--- config.mk ---
export PLATFORM = sky130hd
export DESIGN_NAME = wdc_div
export DESIGN_NICKNAME = d
export VERILOG_FILES = /design/src/sv/wdc_pkg.sv /design/src/sv/wdc_div.sv
export SDC_FILE = /design/constraint.sdc
export NUM_CORES = 1
export LEC_CHECK = 0
export BUFFER_PORTS_ARGS = -buffer_cell sky130_fd_sc_hd__buf_4
export CAP_MARGIN = 10
export CORE_AREA = 2 2 117 62
export CTS_BUF_LIST = sky130_fd_sc_hd__clkbuf_8
export DETAILED_ROUTE_END_ITERATION = 6
export DIE_AREA = 0 0 119 64
export GPL_TIMING_DRIVEN = 0
export PLACE_DENSITY = 0.84
export SLEW_MARGIN = 20
export SYNTH_ARGS = -nofsm -noshare
export SYNTH_HDL_FRONTEND = slang
export SYNTH_SLANG_ARGS = --single-unit
--- constraint.sdc ---
create_clock -name clock -period 4 [get_ports clock]
set_input_delay 0.8 -clock clock [delete_from_list [all_inputs] [get_ports clock]]
set_output_delay 0.8 -clock clock [all_outputs]
set_load 0.005 [all_outputs]
--- src/sv/wdc_pkg.sv ---
package wdc_pkg;

   localparam int Q_BITS = 16;
   localparam int RATIO_W = Q_BITS + 1;
   localparam int CSR_IDX_W = 3;
   localparam int CSR_DATA_W = 9;

   localparam logic [1:0] CODE_NO = 2'd0;
   localparam logic [1:0] CODE_YES = 2'd1;
   localparam logic [1:0] CODE_NODATA = 2'd2;

   localparam logic CMD_WRITE = 1'b0;
   localparam logic CMD_QUERY = 1'b1;

   localparam logic [CSR_IDX_W-1:0] REG_TARGET_CLASS = 3'd0;
   localparam logic [CSR_IDX_W-1:0] REG_CIRCULAR = 3'd1;
   localparam logic [CSR_IDX_W-1:0] REG_DIAGONAL = 3'd2;
   localparam logic [CSR_IDX_W-1:0] REG_RADIUS_MIN = 3'd3;
   localparam logic [CSR_IDX_W-1:0] REG_RADIUS_MAX = 3'd4;
   localparam logic [CSR_IDX_W-1:0] REG_AGGREGATION = 3'd5;
   localparam logic [CSR_IDX_W-1:0] REG_GRID_WIDTH = 3'd6;
   localparam logic [CSR_IDX_W-1:0] REG_GRID_HEIGHT = 3'd7;

   typedef enum logic [3:0] {
      ST_IDLE,
      ST_CHK,
      ST_CHKW,
      ST_SCALE_INIT,
      ST_WALK,
      ST_DRAIN,
      ST_DIV_START,
      ST_DIV,
      ST_AGG,
      ST_DONE
   } state_type;

endpackage

--- src/sv/wdc_div.sv ---
module wdc_div #(
   parameter int NW = 15
) (
   input  logic                        clock,
   input  logic                        reset,
   input  logic                        start,
   input  logic [NW-1:0]               num,
   input  logic [NW-1:0]               den,
   output logic                        busy,
   output logic [wdc_pkg::RATIO_W-1:0] quot
);
   import wdc_pkg::*;

   localparam int CNT_W = $clog2(RATIO_W + 1);

   logic             busy_ff;
   logic [CNT_W-1:0] cnt_ff;
   logic [NW:0]      rem_ff;
   logic [NW-1:0]    den_ff;
   logic             zero_ff;
   logic [RATIO_W-1:0] q_ff;
   logic [NW:0]      trial;
   logic             first;

   // The first step compares the numerator itself; it is never above the
   // denominator, so the remainder stays below twice the denominator.
   assign first = (cnt_ff == CNT_W'(RATIO_W));
   assign trial = first ? rem_ff : {rem_ff[NW-1:0], 1'b0};

   always_ff @(posedge clock) begin
      if (reset) begin
         busy_ff <= 1'b0;
         cnt_ff <= '0;
      end else if (start) begin
         busy_ff <= 1'b1;
         cnt_ff <= CNT_W'(RATIO_W);
      end else if (busy_ff) begin
         cnt_ff <= cnt_ff - 1'b1;
         if (cnt_ff == CNT_W'(1)) begin
            busy_ff <= 1'b0;
         end
      end
   end

   always_ff @(posedge clock) begin
      if (start) begin
         rem_ff <= {1'b0, num};
         den_ff <= den;
         zero_ff <= (den == '0);
         q_ff <= '0;
      end else if (busy_ff) begin
         if (trial >= {1'b0, den_ff}) begin
            rem_ff <= trial - {1'b0, den_ff};
            q_ff <= {q_ff[RATIO_W-2:0], 1'b1};
         end else begin
            rem_ff <= trial;
            q_ff <= {q_ff[RATIO_W-2:0], 1'b0};
         end
      end
   end

   assign busy = busy_ff;
   assign quot = zero_ff ? '0 : q_ff;

endmodule
==> results of run 1 <==
==> metrics by stage <==
step	utilization	setup slack [ns]	power, W	instances	area, um2
2_1_floorplan	-	0.108	0.00145	344	3390
3_3_place_gp	0.593	-0.417	0.00163	486	3880
3_5_place_dp	0.593	-0.423	0.00165	486	3880
4_1_cts	0.609	0.0754	0.00198	495	3990
5_1_grt	0.618	-0.0660	0.00217	495	4050
6_report	0.618	0.108	0.00203	495	4050
==> layer usage <==
layer | GRT usage | up-vias
met5 | 0 | -
met4 | 0.101 | 0
met3 | 0.0402 | 18
met2 | 0.336 | 89
met1 | 0.276 | 1256
li1 | - | 1362
==> flip-flops by register name, summed over array words and instances, names as in the netlist <==
name and flops:
zero_ff 1, busy 1, rem_ff 16, q_ff 17, den_ff 15, cnt_ff 5
==> final cells by class <==
cell class	instances	area, um2	share of cell area
Clock inverter	3	23.8	0.00588
Tap cell	92	115	0.0285
Clock buffer	5	68.8	0.0170
Buffer	16	91.3	0.0226
Sequential cell	55	1410	0.349
Inverter	21	78.8	0.0195
Timing Repair Buffer	51	387	0.0956
Multi-Input combinational cell	252	1870	0.462
==> power by group through the flow <==
| stage | clock network [W] | registers, W | logic, W |
|---|---|---|---|
| floorplan | 0 | 0.000722 | 0.000728 |
| CTS | 0.000333 | 0.000725 | 0.000920 |
| global placement | 0 | 0.000736 | 0.000895 |
| global route | 0.000358 | 0.000735 | 0.00108 |
| finish | 0.000333 | 0.000728 | 0.000975 |
| detailed placement | 0 | 0.000738 | 0.000912 |
==> what timing repair did <==
action	in CTS	in global routing
setup endpoints to repair	17	13
setup buffers	1	0
hold buffers	0	0
resized for setup	3	13
pin swaps	0	0
==> cell families after synthesis <==
kind of cell / count (synthesis) / synth area share
buffers and inverters: 37 / 0.0476
AND/OR/NAND/NOR: 119 / 0.184
XOR/XNOR: 13 / 0.0336
multiplexers: 33 / 0.106
adder cells (fa/ha/maj): 18 / 0.0686
AO/OA/AOI/OAI: 69 / 0.144
flip-flops: 55 / 0.416
==> worst min path at each step <==
stage	endpoint	depth (start not counted)
after floorplan	q_ff[16]	2
after global placement	q_ff[16]	2
after detailed placement	q_ff[16]	2
after CTS	q_ff[16]	2
after global routing	q_ff[0]	2
final	q_ff[16]	2
==> cells in the mapped netlist (3+ instances only) <==
master / number
a21oi_1: 19
xor2_1: 5
nor2b_1: 18
edfxtp_1: 31
buf_2: 3
nand2b_1: 4
a21o_1: 4
nor3_1: 8
buf_1: 4
xnor2_1: 8
o211ai_1: 3
dfxtp_1: 24
o2111ai_1: 3
and2_1: 4
nor4b_1: 3
nand2_1: 26
nor2_1: 29
o21ai_1: 5
clkbuf_1: 7
nor4_1: 5
ha_1: 17
nand3_1: 9
mux2_2: 14
mux2i_1: 18
inv_1: 20
o21ai_0: 11
==> worst max-delay path, stage by stage (launching register included) <==
cell and delay, ns:
dfxtp_1 0.34, inv_1 0.08, ha_1 0.17, nor4bb_2 0.28
buf_4 0.17, buf_4 0.20, mux2_2 0.37, ha_1 0.40
nand3_2 0.14, or4_4 0.54, o211a_4 0.27, o311a_2 0.17
buf_6 0.18, a311o_1 0.35
==> flow_metrics.py, run 1 <==
metrics = {
    "setup_path": {
        "critPathMaxFanout": 10,
        "r2r_slack_ns": 0.11,
        "r2r_start": "cnt_ff[1]",
        "required_ns": 4.08,
        "crit_path_end_kind": "flop",
        "cp-start-kind": "flop",
        "r2r-end": "rem_ff[10]",
        "worstSetupPathType": "flop to flop",
        "arrival_ns": 3.97,
        "critPathCapture": "rem_ff[10]",
        "crit_path_start": "cnt_ff[1]",
        "ff2ff_path_depth": 13,
    },
    "synth": {
        "synth_seq_cells": 55,
        "syn_area_mm2": 0.00339,
        "yosysWarnings": 0,
        "synth_fp_nets": 395,
        "synthCells": 344,
        "synth_top_area_frac": 0.275,
        "synth_cell_types": 60,
        "synth_edf_count": 31,
        "synthTopCellsByArea": "edfxtp_1 27%, dfxtp_1 14%, ha_1 6.3%",
        "netlist.top_cell.by_area": "edfxtp_1",
        "syn_area_per_cell_um2": 9.86,
        "ys_seq_area_frac": 0.416,
        "synthArstFlopShare": 0,
        "ys.flop_type": "edfxtp_1",
    },
    "pwr": {
        "p_leak_nw": 1.64,
        "pwr-share-clk": 0.163,
        "intPower_w": 0.00125,
        "power_density_mw_per_mm2": 503,
        "seqPwrFrac": 0.358,
        "vdd_drop_max_mv": 0.216,
        "swShare": 0.384,
        "pwr-share-comb": 0.479,
        "switching_power_w": 0.000781,
    },
    "routing": {
        "post-route-drc-count": 0,
        "dr_total_vias": 2725,
        "highest_layer": "met4",
        "m1WireLength_um": 3510,
        "routed-wl-met2_um": 3660,
        "routed_wl_um": 7860,
        "dr.first_iter.drc_count": 170,
        "wl_per_cell_um": 15.9,
        "met3_length_um": 504,
        "viasPerCell": 5.51,
        "ant_nets": 0,
        "drtPass1Iterations": 4,
    },
    "layout": {
        "drive_gt1_frac": 0.246,
        "nFillCells": 539,
        "area_growth_syn_to_layout_pct": 19.3,
        "fin_nets": 453,
        "layout_common_cells": "52 x buf_4, 31 x edfxtp_1, 29 x nor2_1, 26 x nand2_1, 23 x dfxtp_1",
        "num_antenna_cells": 0,
        "final_common_cell": "buf_4",
    },
    "flow_run": {
        "drv_cap": 0,
    },
    "sta": {
        "whs_ns": 0.500,
        "fin_skew_ns": 0.0151,
        "worst_slew_pin_slew_ns": 0.645,
        "hold_viol_final": 0,
        "timing.final.crit_share": 0.973,
        "setup_tns_ns": 0,
        "finalCriticalPeriod_ns": 3.89,
        "fmax_mhz": 257,
        "drv_slew": 0,
        "relSlewSlack": 0.570,
        "setup_viol": 0,
    },
    "global_route": {
        "grt_start_max_net_pins": 24,
        "gr-usage-all-layers": 0.210,
        "globalRouteOverflowTotal": 0,
        "grt_pass1_vias": 2673,
        "antenna_found_initial": 0,
        "grt_pass1_wl_um": 12600,
    },
    "clock_tree": {
        "cts_made_buffers": 5,
        "path_clk_slew_ns": 0.11,
        "cts_root_buffer": "clkbuf_8",
        "clockBufferDepth": 2,
        "cts_tree": "built",
        "cts.sinks": 55,
        "worstSkewPairLatency_ns": 0.33,
        "h-tree-depth": 2,
    },
    "floorplanning": {
        "start_util": 0.518,
        "row_count": 21,
        "die_y_um": 64,
        "core_area_mm2": 0.00654,
        "num_io_pins": 51,
        "die_w_um": 119,
        "dieArea_mm2": 0.00762,
    },
    "placement": {
        "gp_congestion": 0.901,
        "placement.io_buffers": 50,
        "hpwl_um": 5580,
    },
    "min_path": {
        "hold_path_class": "flop to flop",
        "min_from": "q_ff[16]",
    },
    "run_status": {
        "status": "completed",
    },
}
Power figures use the tool's default switching activity.
==> inputs of run 2 (changes only) <==
BUFFER_PORTS_ARGS = -buffer_cell sky130_fd_sc_hd__buf_2   (was -buffer_cell sky130_fd_sc_hd__buf_4)
==> run 2 against run 1 <==
Net effect: combinational power is essentially flat; clock power rose by 15%; sequential share of layout area is 0.86 points higher; critical path type unchanged.
==> flow_metrics.py, run 2 (same netlist as run 1, synthesis figures left out) <==
metrics = {
    "layout": {
        "largest_reg_flops": 17,
        "layout_common_cells": "51 x buf_2, 31 x edfxtp_1, 29 x nor2_1, 26 x nand2_1, 23 x dfxtp_1",
        "fin_cells": 496,
        "drive_gt1_frac": 0.252,
        "multi_input_area_mm2": 0.00187,
        "fin_nets": 454,
        "final_util": 0.603,
        "reg_top3": "q_ff (17), rem_ff (16), den_ff (15)",
        "regArea_mm2": 0.00141,
        "nFillCells": 549,
        "final_common_cell": "buf_2",
        "largest_register": "q_ff",
        "num_antenna_cells": 0,
        "area_growth_syn_to_layout_pct": 16.4,
    },
    "routing": {
        "ant_nets": 0,
        "post-route-drc-count": 0,
        "dr_total_vias": 2816,
        "drtPass1Iterations": 6,
        "wl_per_cell_um": 16.6,
        "dr.first_iter.drc_count": 159,
        "viasPerCell": 5.68,
        "routed_wl_um": 8230,
    },
    "setup_path": {
        "arrival_ns": 3.94,
        "worstSetupPathType": "flop to flop",
        "crit_path_start": "cnt_ff[1]",
        "path_delay_family": "simple AND/OR/NAND/NOR gates",
        "cp-start-kind": "flop",
        "slowest_delay_ns": 0.56,
        "crit_chain": "inv_1, ha_1, nor4bb_2, buf_4, buf_4, mux2_2, ha_1, nand3_1, or4_4, o211a_4, o311a_2, buf_6, a311o_1",
        "r2r_start": "cnt_ff[1]",
        "critPathMaxFanout": 10,
        "required_ns": 4.07,
        "critPathSlowestCell": "or4_4",
        "crit_path_end_kind": "flop",
        "path_buf_inv": 4,
    },
    "clock_tree": {
        "cts_made_buffers": 5,
        "worstSkewPairLatency_ns": 0.31,
        "hold_buffers": 0,
        "h-tree-depth": 2,
        "cts_root_buffer": "clkbuf_8",
        "clockBufferDepth": 2,
        "cts_tree": "built",
        "path_clk_slew_ns": 0.10,
        "cts.sinks": 55,
    },
    "placement": {
        "gp_congestion": 0.900,
        "dp_cells": 486,
        "hpwl_um": 5870,
        "placement.io_buffers": 50,
        "dp_slack_ns": -0.475,
    },
    "min_path": {
        "min_from": "q_ff[16]",
        "hold_path_class": "flop to flop",
    },
    "pwr": {
        "finalPower_w": 0.00211,
        "p_leak_nw": 1.63,
        "power_density_mw_per_mm2": 535,
        "vdd_drop_max_mv": 0.244,
    },
    "global_route": {
        "gr-usage-all-layers": 0.221,
        "grt_start_max_net_pins": 24,
        "grt_pass1_vias": 2785,
        "antenna_found_initial": 0,
        "globalRouteOverflowTotal": 0,
        "grt_pass1_wl_um": 13400,
    },
    "sta": {
        "relSlewSlack": 0.560,
        "fmax_mhz": 258,
        "finalCriticalPeriod_ns": 3.87,
        "fin_skew_ns": 0.00596,
        "setup_viol": 0,
        "worst_slack_ns": 0.131,
        "drv_slew": 0,
        "hold_viol_final": 0,
        "worst_slew_pin_slew_ns": 0.660,
        "timing.final.crit_share": 0.967,
    },
    "floorplanning": {
        "dieArea_mm2": 0.00762,
        "start_util": 0.518,
        "core_area_mm2": 0.00654,
        "row_count": 21,
        "die_y_um": 64,
        "num_io_pins": 51,
        "die_w_um": 119,
    },
    "flow_run": {
        "drv_cap": 0,
    },
    "run_status": {
        "status": "completed",
    },
}
## run 2: routing by layer
layer	part of all wire	GRT usage	routed length, um	vias up
met5	0	0	0	-
met4	0.028	0.0744	229	0
met3	0.066	0.0411	543	24
met2	0.48	0.379	3940	107
met1	0.43	0.285	3520	1313
li1	-	-	-	1372
## run 2: power by group
| group | switching (W) | leakage [nW] | total (W) | internal (W) |
|---|---|---|---|---|
| sequential | 0.0000409 | 0.503 | 0.000728 | 0.000687 |
| combinational | 0.000563 | 1.06 | 0.00100 | 0.000438 |
| clock | 0.000193 | 0.0615 | 0.000382 | 0.000189 |
| total | 0.000797 | 1.63 | 0.00211 | 0.00131 |
## run 2: path summary, 6_finish.rpt
check               end  slack [ns]  cells past startpoint
min reg2reg    q_ff[16]        0.52                      2
min            q_ff[16]        0.52                      2
max reg2reg  rem_ff[10]        0.13                     13
max          rem_ff[10]        0.13                     13
## run 2: tightest hold or removal path, cell delays in order, from the launching register on
cell     delay (ns)
dfxtp_1        0.34
mux2i_1        0.07
nor2_1         0.08
## run 2: timing repair
item | 4_1_cts | 5_1_grt
setup endpoints to repair | 17 | 12
cloned | 0 | 0
pin swaps | 0 | 1
buffers inserted | 1 | 1
gates resized for setup | 4 | 13
## run 2: final cells by class
| cell class | instances | area share |
|---|---|---|
| Multi-Input combinational cell | 252 | 0.473 |
| Tap cell | 92 | 0.0292 |
| Sequential cell | 55 | 0.358 |
| Inverter | 21 | 0.0200 |
| Clock inverter | 3 | 0.0114 |
| Buffer | 16 | 0.0231 |
| Clock buffer | 5 | 0.0174 |
| Timing Repair Buffer | 52 | 0.0681 |
## run 2: through the flow
stage	area [um2]	hold WS [ns]	TNS, ns
3_5_place_dp	3760	0.482	-6.09
3_3_place_gp	3760	0.471	-4.86
2_1_floorplan	3390	0.452	0
4_1_cts	3890	0.514	0
5_1_grt	3950	0.552	-0.0121
6_report	3950	0.517	0
